### src/fiir_pkg.sv
// ----------------------------------------------------------------------------
// fiir_pkg
// shared types and constants of the first-order iir filter bank
// ----------------------------------------------------------------------------
package fiir_pkg;

  localparam int unsigned ChanW    = 6;
  localparam int unsigned SampleW  = 16;
  localparam int unsigned StateW   = 24;
  localparam int unsigned TdataW   = 24;
  localparam int unsigned CfgIdxW  = 8;
  localparam int unsigned CfgDataW = 16;
  localparam int unsigned CoefW    = 16;
  localparam int unsigned RamW     = SampleW + StateW;

  // gain of 1.0 in q1.15
  localparam logic [CoefW-1:0] GainOne = 16'h8000;

  localparam logic [CfgIdxW-1:0] RegMode = 8'd0;
  localparam logic [CfgIdxW-1:0] RegGain = 8'd1;

  typedef enum logic [1:0] {
    MODE_PASS = 2'd0,
    MODE_LOW  = 2'd1,
    MODE_HIGH = 2'd2,
    MODE_HOLD = 2'd3
  } mode_e;

  // live configuration, gain already clamped to 1.0
  typedef struct packed {
    mode_e            mode;
    logic [CoefW-1:0] gain;
    logic [CoefW-1:0] gain_c;
  } cfg_t;

endpackage

### src/fiir_ram.sv
// ----------------------------------------------------------------------------
// fiir_ram
// generic single-port-write, single-port-read ram with registered read
// ----------------------------------------------------------------------------
module fiir_ram #(
  parameter int unsigned Width = 40,
  parameter int unsigned Depth = 64,
  localparam int unsigned AddrW = (Depth > 1) ? $clog2(Depth) : 1
) (
  input  logic             clk_i,
  input  logic             we_i,
  input  logic [AddrW-1:0] waddr_i,
  input  logic [Width-1:0] wdata_i,
  input  logic             re_i,
  input  logic [AddrW-1:0] raddr_i,
  output logic [Width-1:0] rdata_o
);

  logic [Width-1:0] mem_q [Depth];

  always_ff @(posedge clk_i) begin
    if (we_i) begin
      mem_q[waddr_i] <= wdata_i;
    end
  end

  // read returns the old contents on a same-address write
  always_ff @(posedge clk_i) begin
    if (re_i) begin
      rdata_o <= mem_q[raddr_i];
    end
  end

endmodule

### src/fiir_mac.sv
// ----------------------------------------------------------------------------
// fiir_mac
// two-stage filter update: coefficient products, then sum, round, saturate
// ----------------------------------------------------------------------------
module fiir_mac (
  input  logic                                clk_i,
  input  logic                                en_i,
  input  fiir_pkg::cfg_t                      cfg_i,
  input  logic signed [fiir_pkg::SampleW-1:0] sample_i,
  input  logic signed [fiir_pkg::SampleW-1:0] prev_sample_i,
  input  logic signed [fiir_pkg::StateW-1:0]  prev_output_i,
  output logic signed [fiir_pkg::StateW-1:0]  y_new_o
);

  localparam int unsigned OpW   = fiir_pkg::StateW + 1;
  localparam int unsigned ProdW = fiir_pkg::CoefW + 1 + OpW;
  localparam int unsigned SumW  = ProdW + 1;
  localparam int unsigned ShW   = SumW - 15;

  localparam logic signed [ShW-1:0] YMax = ShW'(signed'(24'sh7fffff));
  localparam logic signed [ShW-1:0] YMin = ShW'(signed'(24'sh800000));

  logic [fiir_pkg::CoefW-1:0] coef_a;
  logic [fiir_pkg::CoefW-1:0] coef_b;
  logic signed [OpW-1:0]      op_a;
  logic signed [OpW-1:0]      x_ext;
  logic signed [OpW-1:0]      y_ext;
  logic signed [fiir_pkg::SampleW:0] x_diff;
  logic signed [ProdW-1:0]    prod_a_d, prod_a_q;
  logic signed [ProdW-1:0]    prod_b_d, prod_b_q;
  logic signed [SumW-1:0]     sum;
  logic signed [ShW-1:0]      sh;

  // every mode maps onto (ca*op_a + cb*y + 2^14) >> 15
  always_comb begin
    x_ext  = OpW'($signed({sample_i, 8'h00}));
    y_ext  = OpW'(prev_output_i);
    x_diff = (fiir_pkg::SampleW+1)'(sample_i) - (fiir_pkg::SampleW+1)'(prev_sample_i);
    unique case (cfg_i.mode)
      fiir_pkg::MODE_PASS: begin
        coef_a = fiir_pkg::GainOne;
        op_a   = x_ext;
        coef_b = '0;
      end
      fiir_pkg::MODE_LOW: begin
        coef_a = cfg_i.gain;
        op_a   = x_ext - y_ext;
        coef_b = fiir_pkg::GainOne;
      end
      fiir_pkg::MODE_HIGH: begin
        coef_a = cfg_i.gain_c;
        op_a   = $signed({x_diff, 8'h00});
        coef_b = cfg_i.gain;
      end
      fiir_pkg::MODE_HOLD: begin
        coef_a = '0;
        op_a   = '0;
        coef_b = fiir_pkg::GainOne;
      end
      default: begin
        coef_a = '0;
        op_a   = '0;
        coef_b = '0;
      end
    endcase
    prod_a_d = ProdW'($signed({1'b0, coef_a})) * ProdW'(op_a);
    prod_b_d = ProdW'($signed({1'b0, coef_b})) * ProdW'(y_ext);
  end

  always_ff @(posedge clk_i) begin
    if (en_i) begin
      prod_a_q <= prod_a_d;
      prod_b_q <= prod_b_d;
    end
  end

  always_comb begin
    sum = SumW'(prod_a_q) + SumW'(prod_b_q) + SumW'(signed'(16'sh4000));
    sh  = ShW'(sum >>> 15);
    priority if (sh > YMax) begin
      y_new_o = fiir_pkg::StateW'(YMax);
    end else if (sh < YMin) begin
      y_new_o = fiir_pkg::StateW'(YMin);
    end else begin
      y_new_o = fiir_pkg::StateW'(sh);
    end
  end

endmodule

### src/first_order_iir_filter_bank_core.sv
// ----------------------------------------------------------------------------
// first_order_iir_filter_bank_core
// bank of first-order pass / lowpass / highpass / hold filters, state kept in ram
// ----------------------------------------------------------------------------
// usage:
//   input stream s_axis: tdata[5:0] channel, tdata[21:6] signed sample.
//   output stream m_axis: tdata[5:0] channel, tdata[21:6] filtered sample.
//   config channel: cfg_index_i 0 writes the mode (0 pass, 1 lowpass,
//   2 highpass, 3 hold), 1 writes the q1.15 gain; other indexes are ignored.
//   one result per input transfer, in order, registered through s1, s2,
//   s3 and the output register.
//   throughput is one transfer per cycle while consecutive items name
//   different channels and the output side is not stalled; the per-channel
//   read-modify-write of the state ram interlocks, so an item for a channel
//   still in the two update stages waits.
//   after reset, and after each config write to a valid index, a clearing
//   pass zeroes the state ram one entry per cycle; no input transfer is
//   taken meanwhile, config writes always are.
//   a stalled receiver holds the output register; the pipeline stages ahead
//   of it keep filling until full, then s_axis_tready drops.
//   channels at or above CHANNELS touch no state and return zero.
// ----------------------------------------------------------------------------
module first_order_iir_filter_bank_core #(
  parameter int unsigned CHANNELS = 64
) (
  input  logic                            clk_i,
  input  logic                            rst_ni,
  // input stream
  input  logic                            s_axis_tvalid,
  output logic                            s_axis_tready,
  input  logic [fiir_pkg::TdataW-1:0]     s_axis_tdata,  // channel, sample
  // output stream
  output logic                            m_axis_tvalid,
  input  logic                            m_axis_tready,
  output logic [fiir_pkg::TdataW-1:0]     m_axis_tdata,  // out_channel, filtered
  // configuration writes
  input  logic                            cfg_valid_i,
  output logic                            cfg_ready_o,
  input  logic [fiir_pkg::CfgIdxW-1:0]    cfg_index_i,
  input  logic [fiir_pkg::CfgDataW-1:0]   cfg_data_i
);

  localparam int unsigned AddrW = (CHANNELS > 1) ? $clog2(CHANNELS) : 1;
  localparam logic [AddrW-1:0] ClrLast = AddrW'(CHANNELS - 1);
  localparam int unsigned ChW = fiir_pkg::ChanW;
  localparam int unsigned SW  = fiir_pkg::SampleW;
  localparam int unsigned YW  = fiir_pkg::StateW;

  // input fields
  logic [ChW-1:0]       in_ch;
  logic signed [SW-1:0] in_sample;
  logic                 in_range;
  logic                 hazard;
  logic                 in_xfer;
  logic                 cfg_xfer;
  logic                 cfg_hit;

  // configuration
  fiir_pkg::cfg_t cfg_d, cfg_q;

  // clearing pass
  logic             clr_busy_d, clr_busy_q;
  logic [AddrW-1:0] clr_cnt_d, clr_cnt_q;

  // pipeline: s1 ram read data, s2 products, s3 new state, out register
  logic                 v1_q, v2_q, v3_q, out_v_q;
  logic [ChW-1:0]       ch1_q, ch2_q, ch3_q, out_ch_q;
  logic signed [SW-1:0] x1_q, x2_q;
  logic                 inr1_q, inr2_q, inr3_q;
  logic signed [YW-1:0] y3_q;
  logic signed [SW-1:0] out_filt_q, out_filt_d;
  logic                 en_out, en3, en2, en1;

  // state ram
  logic                                 ram_we;
  logic [AddrW-1:0]                     ram_waddr;
  logic [fiir_pkg::RamW-1:0]            ram_wdata;
  logic [fiir_pkg::RamW-1:0]            ram_rdata;
  logic signed [SW-1:0]                 prev_sample;
  logic signed [YW-1:0]                 prev_output;
  logic signed [YW-1:0]                 y_new;
  logic                                 pipe_wr;

  // output rounding
  logic signed [YW:0]   y_rnd;
  logic signed [YW-8:0] y_sh;

  assign in_ch     = s_axis_tdata[ChW-1:0];
  assign in_sample = s_axis_tdata[ChW+SW-1:ChW];
  assign in_range  = 32'(in_ch) < 32'(CHANNELS);

  // same-channel items wait until the older one has written back
  assign hazard = (v1_q && (ch1_q == in_ch)) || (v2_q && (ch2_q == in_ch));

  // stage enables: a stage loads when the next one is free or moving
  assign en_out = !out_v_q || m_axis_tready;
  assign en3    = en_out || !v3_q;
  assign en2    = en3 || !v2_q;
  assign en1    = en2 || !v1_q;

  assign s_axis_tready = en1 && !hazard && !clr_busy_q;
  assign in_xfer       = s_axis_tvalid && s_axis_tready;

  assign cfg_ready_o = 1'b1;
  assign cfg_xfer    = cfg_valid_i && cfg_ready_o;
  assign cfg_hit     = cfg_xfer &&
                       ((cfg_index_i == fiir_pkg::RegMode) ||
                        (cfg_index_i == fiir_pkg::RegGain));

  // config registers, gain clamped to 1.0 on write
  always_comb begin
    cfg_d = cfg_q;
    if (cfg_xfer) begin
      unique case (cfg_index_i)
        fiir_pkg::RegMode: begin
          cfg_d.mode = fiir_pkg::mode_e'(cfg_data_i[1:0]);
        end
        fiir_pkg::RegGain: begin
          if (cfg_data_i > fiir_pkg::GainOne) begin
            cfg_d.gain = fiir_pkg::GainOne;
          end else begin
            cfg_d.gain = cfg_data_i;
          end
          cfg_d.gain_c = fiir_pkg::GainOne - cfg_d.gain;
        end
        default: begin
          cfg_d = cfg_q;
        end
      endcase
    end
  end

  // clearing pass, restarted by any accepted write to a valid register index
  always_comb begin
    clr_busy_d = clr_busy_q;
    clr_cnt_d  = clr_cnt_q;
    priority if (cfg_hit) begin
      clr_busy_d = 1'b1;
      clr_cnt_d  = '0;
    end else if (clr_busy_q) begin
      if (clr_cnt_q == ClrLast) begin
        clr_busy_d = 1'b0;
      end else begin
        clr_cnt_d = clr_cnt_q + AddrW'(1);
      end
    end else begin
      // idle, nothing to clear
      clr_cnt_d = clr_cnt_q;
    end
  end

  always_ff @(posedge clk_i or negedge rst_ni) begin
    if (!rst_ni) begin
      cfg_q.mode   <= fiir_pkg::MODE_PASS;
      cfg_q.gain   <= fiir_pkg::GainOne;
      cfg_q.gain_c <= '0;
      clr_busy_q   <= 1'b1;
      clr_cnt_q    <= '0;
    end else begin
      cfg_q      <= cfg_d;
      clr_busy_q <= clr_busy_d;
      clr_cnt_q  <= clr_cnt_d;
    end
  end

  // pipeline valid bits
  always_ff @(posedge clk_i or negedge rst_ni) begin
    if (!rst_ni) begin
      v1_q    <= 1'b0;
      v2_q    <= 1'b0;
      v3_q    <= 1'b0;
      out_v_q <= 1'b0;
    end else begin
      if (en1) begin
        v1_q <= in_xfer;
      end
      if (en2) begin
        v2_q <= v1_q;
      end
      if (en3) begin
        v3_q <= v2_q;
      end
      if (en_out) begin
        out_v_q <= v3_q;
      end
    end
  end

  // pipeline payload
  always_ff @(posedge clk_i) begin
    if (en1) begin
      ch1_q  <= in_ch;
      x1_q   <= in_sample;
      inr1_q <= in_range;
    end
    if (en2) begin
      ch2_q  <= ch1_q;
      x2_q   <= x1_q;
      inr2_q <= inr1_q;
    end
    if (en3) begin
      ch3_q  <= ch2_q;
      inr3_q <= inr2_q;
      y3_q   <= y_new;
    end
    if (en_out) begin
      out_ch_q   <= ch3_q;
      out_filt_q <= out_filt_d;
    end
  end

  // write-back happens as the item leaves the product stage
  assign pipe_wr = v2_q && en3 && inr2_q;

  always_comb begin
    if (clr_busy_q) begin
      ram_we    = 1'b1;
      ram_waddr = clr_cnt_q;
      ram_wdata = '0;
    end else begin
      ram_we    = pipe_wr;
      ram_waddr = AddrW'(ch2_q);
      ram_wdata = {x2_q, y_new};
    end
  end

  fiir_ram #(
    .Width (fiir_pkg::RamW),
    .Depth (CHANNELS)
  ) u_state_ram (
    .clk_i   (clk_i),
    .we_i    (ram_we),
    .waddr_i (ram_waddr),
    .wdata_i (ram_wdata),
    .re_i    (in_xfer && in_range),
    .raddr_i (AddrW'(in_ch)),
    .rdata_o (ram_rdata)
  );

  assign prev_sample = ram_rdata[fiir_pkg::RamW-1:YW];
  assign prev_output = ram_rdata[YW-1:0];

  fiir_mac u_mac (
    .clk_i         (clk_i),
    .en_i          (en2),
    .cfg_i         (cfg_q),
    .sample_i      (x1_q),
    .prev_sample_i (prev_sample),
    .prev_output_i (prev_output),
    .y_new_o       (y_new)
  );

  // q16.8 to integer, round half up, saturate to 16 bits
  always_comb begin
    y_rnd = (YW+1)'(y3_q) + (YW+1)'(signed'(9'sd128));
    y_sh  = (YW-7)'(y_rnd >>> 8);
    if (!inr3_q) begin
      out_filt_d = '0;
    end else if (y_sh > (YW-7)'(signed'(16'sh7fff))) begin
      out_filt_d = 16'sh7fff;
    end else if (y_sh < (YW-7)'(signed'(16'sh8000))) begin
      out_filt_d = 16'sh8000;
    end else begin
      out_filt_d = SW'(y_sh);
    end
  end

  assign m_axis_tvalid = out_v_q;
  assign m_axis_tdata  = {(fiir_pkg::TdataW - ChW - SW)'(0), out_filt_q, out_ch_q};

  // a write to a valid register index always restarts the clearing pass from entry zero
  a_cfg_clear: assert property (@(posedge clk_i) disable iff (!rst_ni)
    cfg_hit |=> (clr_busy_q && (clr_cnt_q == '0)))
    else $error("clearing pass not restarted after register write");

  // interlock keeps two updates of one channel out of s1 and s2 together
  a_no_overlap: assert property (@(posedge clk_i) disable iff (!rst_ni)
    (v1_q && v2_q) |-> (ch1_q != ch2_q))
    else $error("same channel in overlapping read-modify-write");

  // the clearing pass only ends after the last entry
  a_clr_len: assert property (@(posedge clk_i) disable iff (!rst_ni)
    $fell(clr_busy_q) |-> ($past(clr_cnt_q) == ClrLast))
    else $error("clearing pass ended early");

  // no input is taken while the ram is being cleared
  a_clr_block: assert property (@(posedge clk_i) disable iff (!rst_ni)
    clr_busy_q |-> !s_axis_tready)
    else $error("input accepted during clearing pass");

endmodule
### config.mk
export PLATFORM = sky130hd
export DESIGN_NAME = first_order_iir_filter_bank_core
export DESIGN_NICKNAME = d
export VERILOG_FILES = /design/src/fiir_pkg.sv /design/src/fiir_ram.sv /design/src/fiir_mac.sv /design/src/first_order_iir_filter_bank_core.sv
export SDC_FILE = /design/constraint.sdc
export NUM_CORES = 2
export LEC_CHECK = 0
export BUFFER_PORTS_ARGS = -buffer_cell sky130_fd_sc_hd__clkbuf_2
export CELL_PAD_IN_SITES_DETAIL_PLACEMENT = 1
export CELL_PAD_IN_SITES_GLOBAL_PLACEMENT = 1
export CORE_MARGIN = 3
export CORE_UTILIZATION = 40
export DETAILED_ROUTE_END_ITERATION = 10
export GPL_ROUTABILITY_DRIVEN = 0
export GPL_TIMING_DRIVEN = 0
export PLACE_DENSITY_LB_ADDON = 0.05
export SETUP_SLACK_MARGIN = 0.3
export SLEW_MARGIN = 20
export SYNTH_ARGS = -nofsm -noshare
export SYNTH_HDL_FRONTEND = slang
export SYNTH_SLANG_ARGS = --single-unit
### constraint.sdc
create_clock -name clk_i -period 8.1 [get_ports clk_i]
set_input_delay 0.405 -clock clk_i [delete_from_list [all_inputs] [get_ports clk_i]]
set_output_delay 0.405 -clock clk_i [all_outputs]
set_load 0.01 [all_outputs]
==> key figures <==
Status
  – Outcome: finished, violations left
  – Failing checks: setup timing

Worst hold path
  – Min-delay worst type: input port to flip-flop

Worst setup path
  – Buf+Inv Stages, Crit Path: 7
  – Crit-path max FO: 7
  – Crit end category: flip-flop
  – Max stage delay on crit path: 550 ps
  – Worst EP required: 8680 ps
  – Crit path max-delay family: adder cells
  – Startpoint Class: flip-flop
  – Most numerous cell on the critical path: fa_1
  – Setup Crit Path Kind: flip-flop to flip-flop
  – Slowest CP cell: fa_1
  – Worst EP arrival: 9670 ps

Global route
  – Global-route wire length before repair: 657000 um
  – Gr usage total: 0.263
  – Antenna violations before repair: 41
  – Vias in the first global route: 84100
  – Pin count of the biggest net entering global routing: 45
  – Total gr overflow: 0

Timing
  – Pins Over Slew Limit: 0
  – Final min period: 9100 ps
  – Final hold vios: 0
  – RSZ-0062 raised after global routing: true
  – Max frequency: 0.110 GHz
  – Fin crit share: 1.12
  – Skew final: 86.8 ps
  – Hold Slack: 98.6 ps
  – Final setup violation count: 27
  – Rel. slew slack: 0.159
  – Final WS setup: -995 ps
  – Least-Margin Pin Slew: 1260 ps

Pwr
  – Power Density: 268 nW/um^2
  – Fraction of power spent switching nets: 0.305
  – NetSw: 0.0135 W
  – Static leakage: 59.0 nW
  – Clk network pwr share: 0.309
  – Seq pwr share: 0.454
  – Gate power share: 0.237
  – Max VDD drop: 0.000253 V
  – Cell-internal power: 0.0309 W

Synthesis
  – Mapped Cells: 8219
  – FF+latch count, synth: 2816
  – Synth Area per Inst: 17.0 sq um
  – Synth warn: 0
  – Netlist cell types: 94
  – Seq/Total Area, Yosys: 0.605
  – Post-synth EDFFs: 2772
  – Area of the mapped netlist: 139000 sq um
  – Top_reg_cell synth: edfxtp_1
  – Fraction of registers with async set/reset: 0.0156

Clock tree
  – Clk sink count: 2816
  – Deepest clock path buffer count: 4
  – Cts bufs inserted: 317
  – CTS root buffer: clkbuf_16
  – TritonCTS clock tree: done
  – H-tree depth: 5
  – Clk slew on worst S/H paths: 60 ps
  – Clock Latency Late Sink: 930 ps

Placed design
  – Cell Area, Placed: 152000 sq um
  – PortBufs: 74
  – Post-DP HPWL: 344000 um

Floorplan
  – Row Count: 216
  – Core Area: 346000 sq um
  – Die H: 596 um
  – Die width: 596 um
  – I/O pins: 80
  – Initial core utilization: 0.402
  – DIE AREA: 356000 sq um

Cells and area
  – Flip-flop and latch area: 84300 sq um
  – Multi-input logic area: 52700 sq um
  – Share of cells above drive strength 1: 0.249
  – Filler cells: 32600
  – Final non-filler cell area: 166000 sq um
  – Final net count: 10200
  – Area Overhead vs Synth: 18.7%

Run
  – Max-cap violations: 0

Route
  – Final WL: 466000 um
  – DR WL/cell: 33.6 um
  – Final ANT Viol Nets: 0
  – Detail-routed via count per cell: 5.62
  – DR iter-0 viols: 7027
  – Via count: 77900
  – Drc violations: 0
  – DRT Pass-1 Iters: 5
[cells in the final DEF (no fill, tap or decap), drive strengths merged, types with 25 or more instances in the layout]
master	count
nand2b	35
dlygate4sd3	40
a31oi	25
clkbuf	763
nand3	51
nor3	35
xnor2	119
edfxtp	2772
xor2	57
nor2b	62
nor2	336
dfrtp	42
and3	166
a21o	70
buf	461
clkinv	121
o21ai	157
nand2	614
mux2i	25
fa	763
ha	321
inv	962
and2	33
a21oi	117
mux4	833
[state kept, by name, indices dropped and copies added, names as in the netlist, 6 cells and up]
signal               count
cfg_q                   33
ch1_q                    6
ch2_q                    6
ch3_q                    6
clr_cnt_q                6
out_ch_q                 6
out_filt_q              16
u_mac.prod_a_q          42
u_mac.prod_b_q          41
u_state_ram.mem_q     2560
u_state_ram.rdata_o     40
x1_q                    16
x2_q                    16
y3_q                    17
[path summary, 6_finish.rpt]
| kind | from | end | slack [ps] | depth (start not counted) |
|---|---|---|---|---|
| max in group asynchronous | rst_ni | cfg_q[32]$_DFFE_PN0P_ | 7400 | 2 |
| worst min register to register | ch3_q[5]$_DFFE_PP_ | out_ch_q[5]$_DFFE_PP_ | 420 | 0 |
| worst min-delay path | s_axis_tdata[5] | ch1_q[5]$_DFFE_PN_ | 100 | 1 |
| worst max register to register | u_state_ram.rdata_o[8]$_DFFE_PP_ | u_mac.prod_a_q[40]$_DFFE_PP_ | -1000 | 34 |
| min in group asynchronous | rst_ni | m_axis_tvalid$_DFFE_PN0P_ | 160 | 2 |
| worst max-delay path | u_state_ram.rdata_o[8]$_DFFE_PP_ | u_mac.prod_a_q[40]$_DFFE_PP_ | -1000 | 34 |
[power groups by stage]
stage,registers [W],logic (W),clock network (W)
floorplan,0.0205,0.00433,0
global placement,0.0211,0.00780,0
detailed placement,0.0205,0.0102,0
CTS,0.0202,0.0105,0.0140
global route,0.0202,0.0112,0.0146
finish,0.0202,0.0105,0.0137
[metrics by stage]
step	worst slack, ps	total power [W]	std cells	TNS (ps)	utilization
2_1_floorplan	-51.4	0.0248	8220	-51.4	-
3_3_place_gp	-3160	0.0289	12900	-498550	0.421
3_5_place_dp	-2990	0.0306	13100	-99580	0.438
4_1_cts	-1100	0.0447	13800	-15270	0.476
5_1_grt	-1310	0.0460	13800	-21330	0.478
6_report	-995	0.0444	13900	-15610	0.478
[layout make-up]
cell class | count | area share
clock buffers | 404 | 0.0507
diodes | 13 | 0.000196
plain buffers | 373 | 0.0126
multi-input cells | 4075 | 0.319
clock inverters | 156 | 0.00800
flip-flops and latches | 2816 | 0.509
well taps | 4578 | 0.0346
inverters | 956 | 0.0219
repair buffers | 487 | 0.0440
[synth_stat cells, types with 54 or more instances]
cell | instances | area [sq um]
a21o_1 | 70 | 526
a21oi_1 | 117 | 586
and3_1 | 166 | 1040
buf_1 | 54 | 203
clkbuf_1 | 287 | 1080
edfxtp_1 | 2772 | 83200
fa_1 | 763 | 15300
ha_1 | 321 | 4020
inv_1 | 955 | 3580
mux4_2 | 833 | 18800
nand2_1 | 614 | 2300
nor2_1 | 334 | 1250
nor2b_1 | 61 | 382
o21ai_0 | 125 | 626
xnor2_1 | 119 | 1040
xor2_1 | 57 | 499
[cells by family (layout without fill, tap and decap cells)]
logic type | count (synthesis) | after routing | share of synthesized area
compound gates | 548 | 548 | 0.0266
xor+xnor | 176 | 176 | 0.0111
mux | 871 | 871 | 0.137
fa+ha+maj | 1090 | 1090 | 0.139
buf+inv | 1329 | 2376 | 0.0362
flops | 2816 | 2816 | 0.605
other cells | 2 | 16 | 0.0000539
simple gates | 1387 | 1387 | 0.0450
[routing by layer]
metal / global-route usage / vias to the layer above / share of wire
met4: 0.0853 / 0 / 0.038
met5: 0 / - / 0
li1: - / 32200 / -
met3: 0.0289 / 637 / 0.048
met2: 0.449 / 2374 / 0.50
met1: 0.352 / 42700 / 0.42
[what timing repair did]
| action | in CTS | in global routing |
|---|---|---|
| setup endpoints to repair | 60 | 36 |
| buffers inserted | 115 | 25 |
| resized for setup | 423 | 122 |
| hold buffers | 40 | 0 |
| pin swaps | 115 | 69 |
| cloned | 0 | 0 |
| endpoints found under the hold margin | 92 | 0 |
No activity file was read; power rests on OpenSTA's default activity.
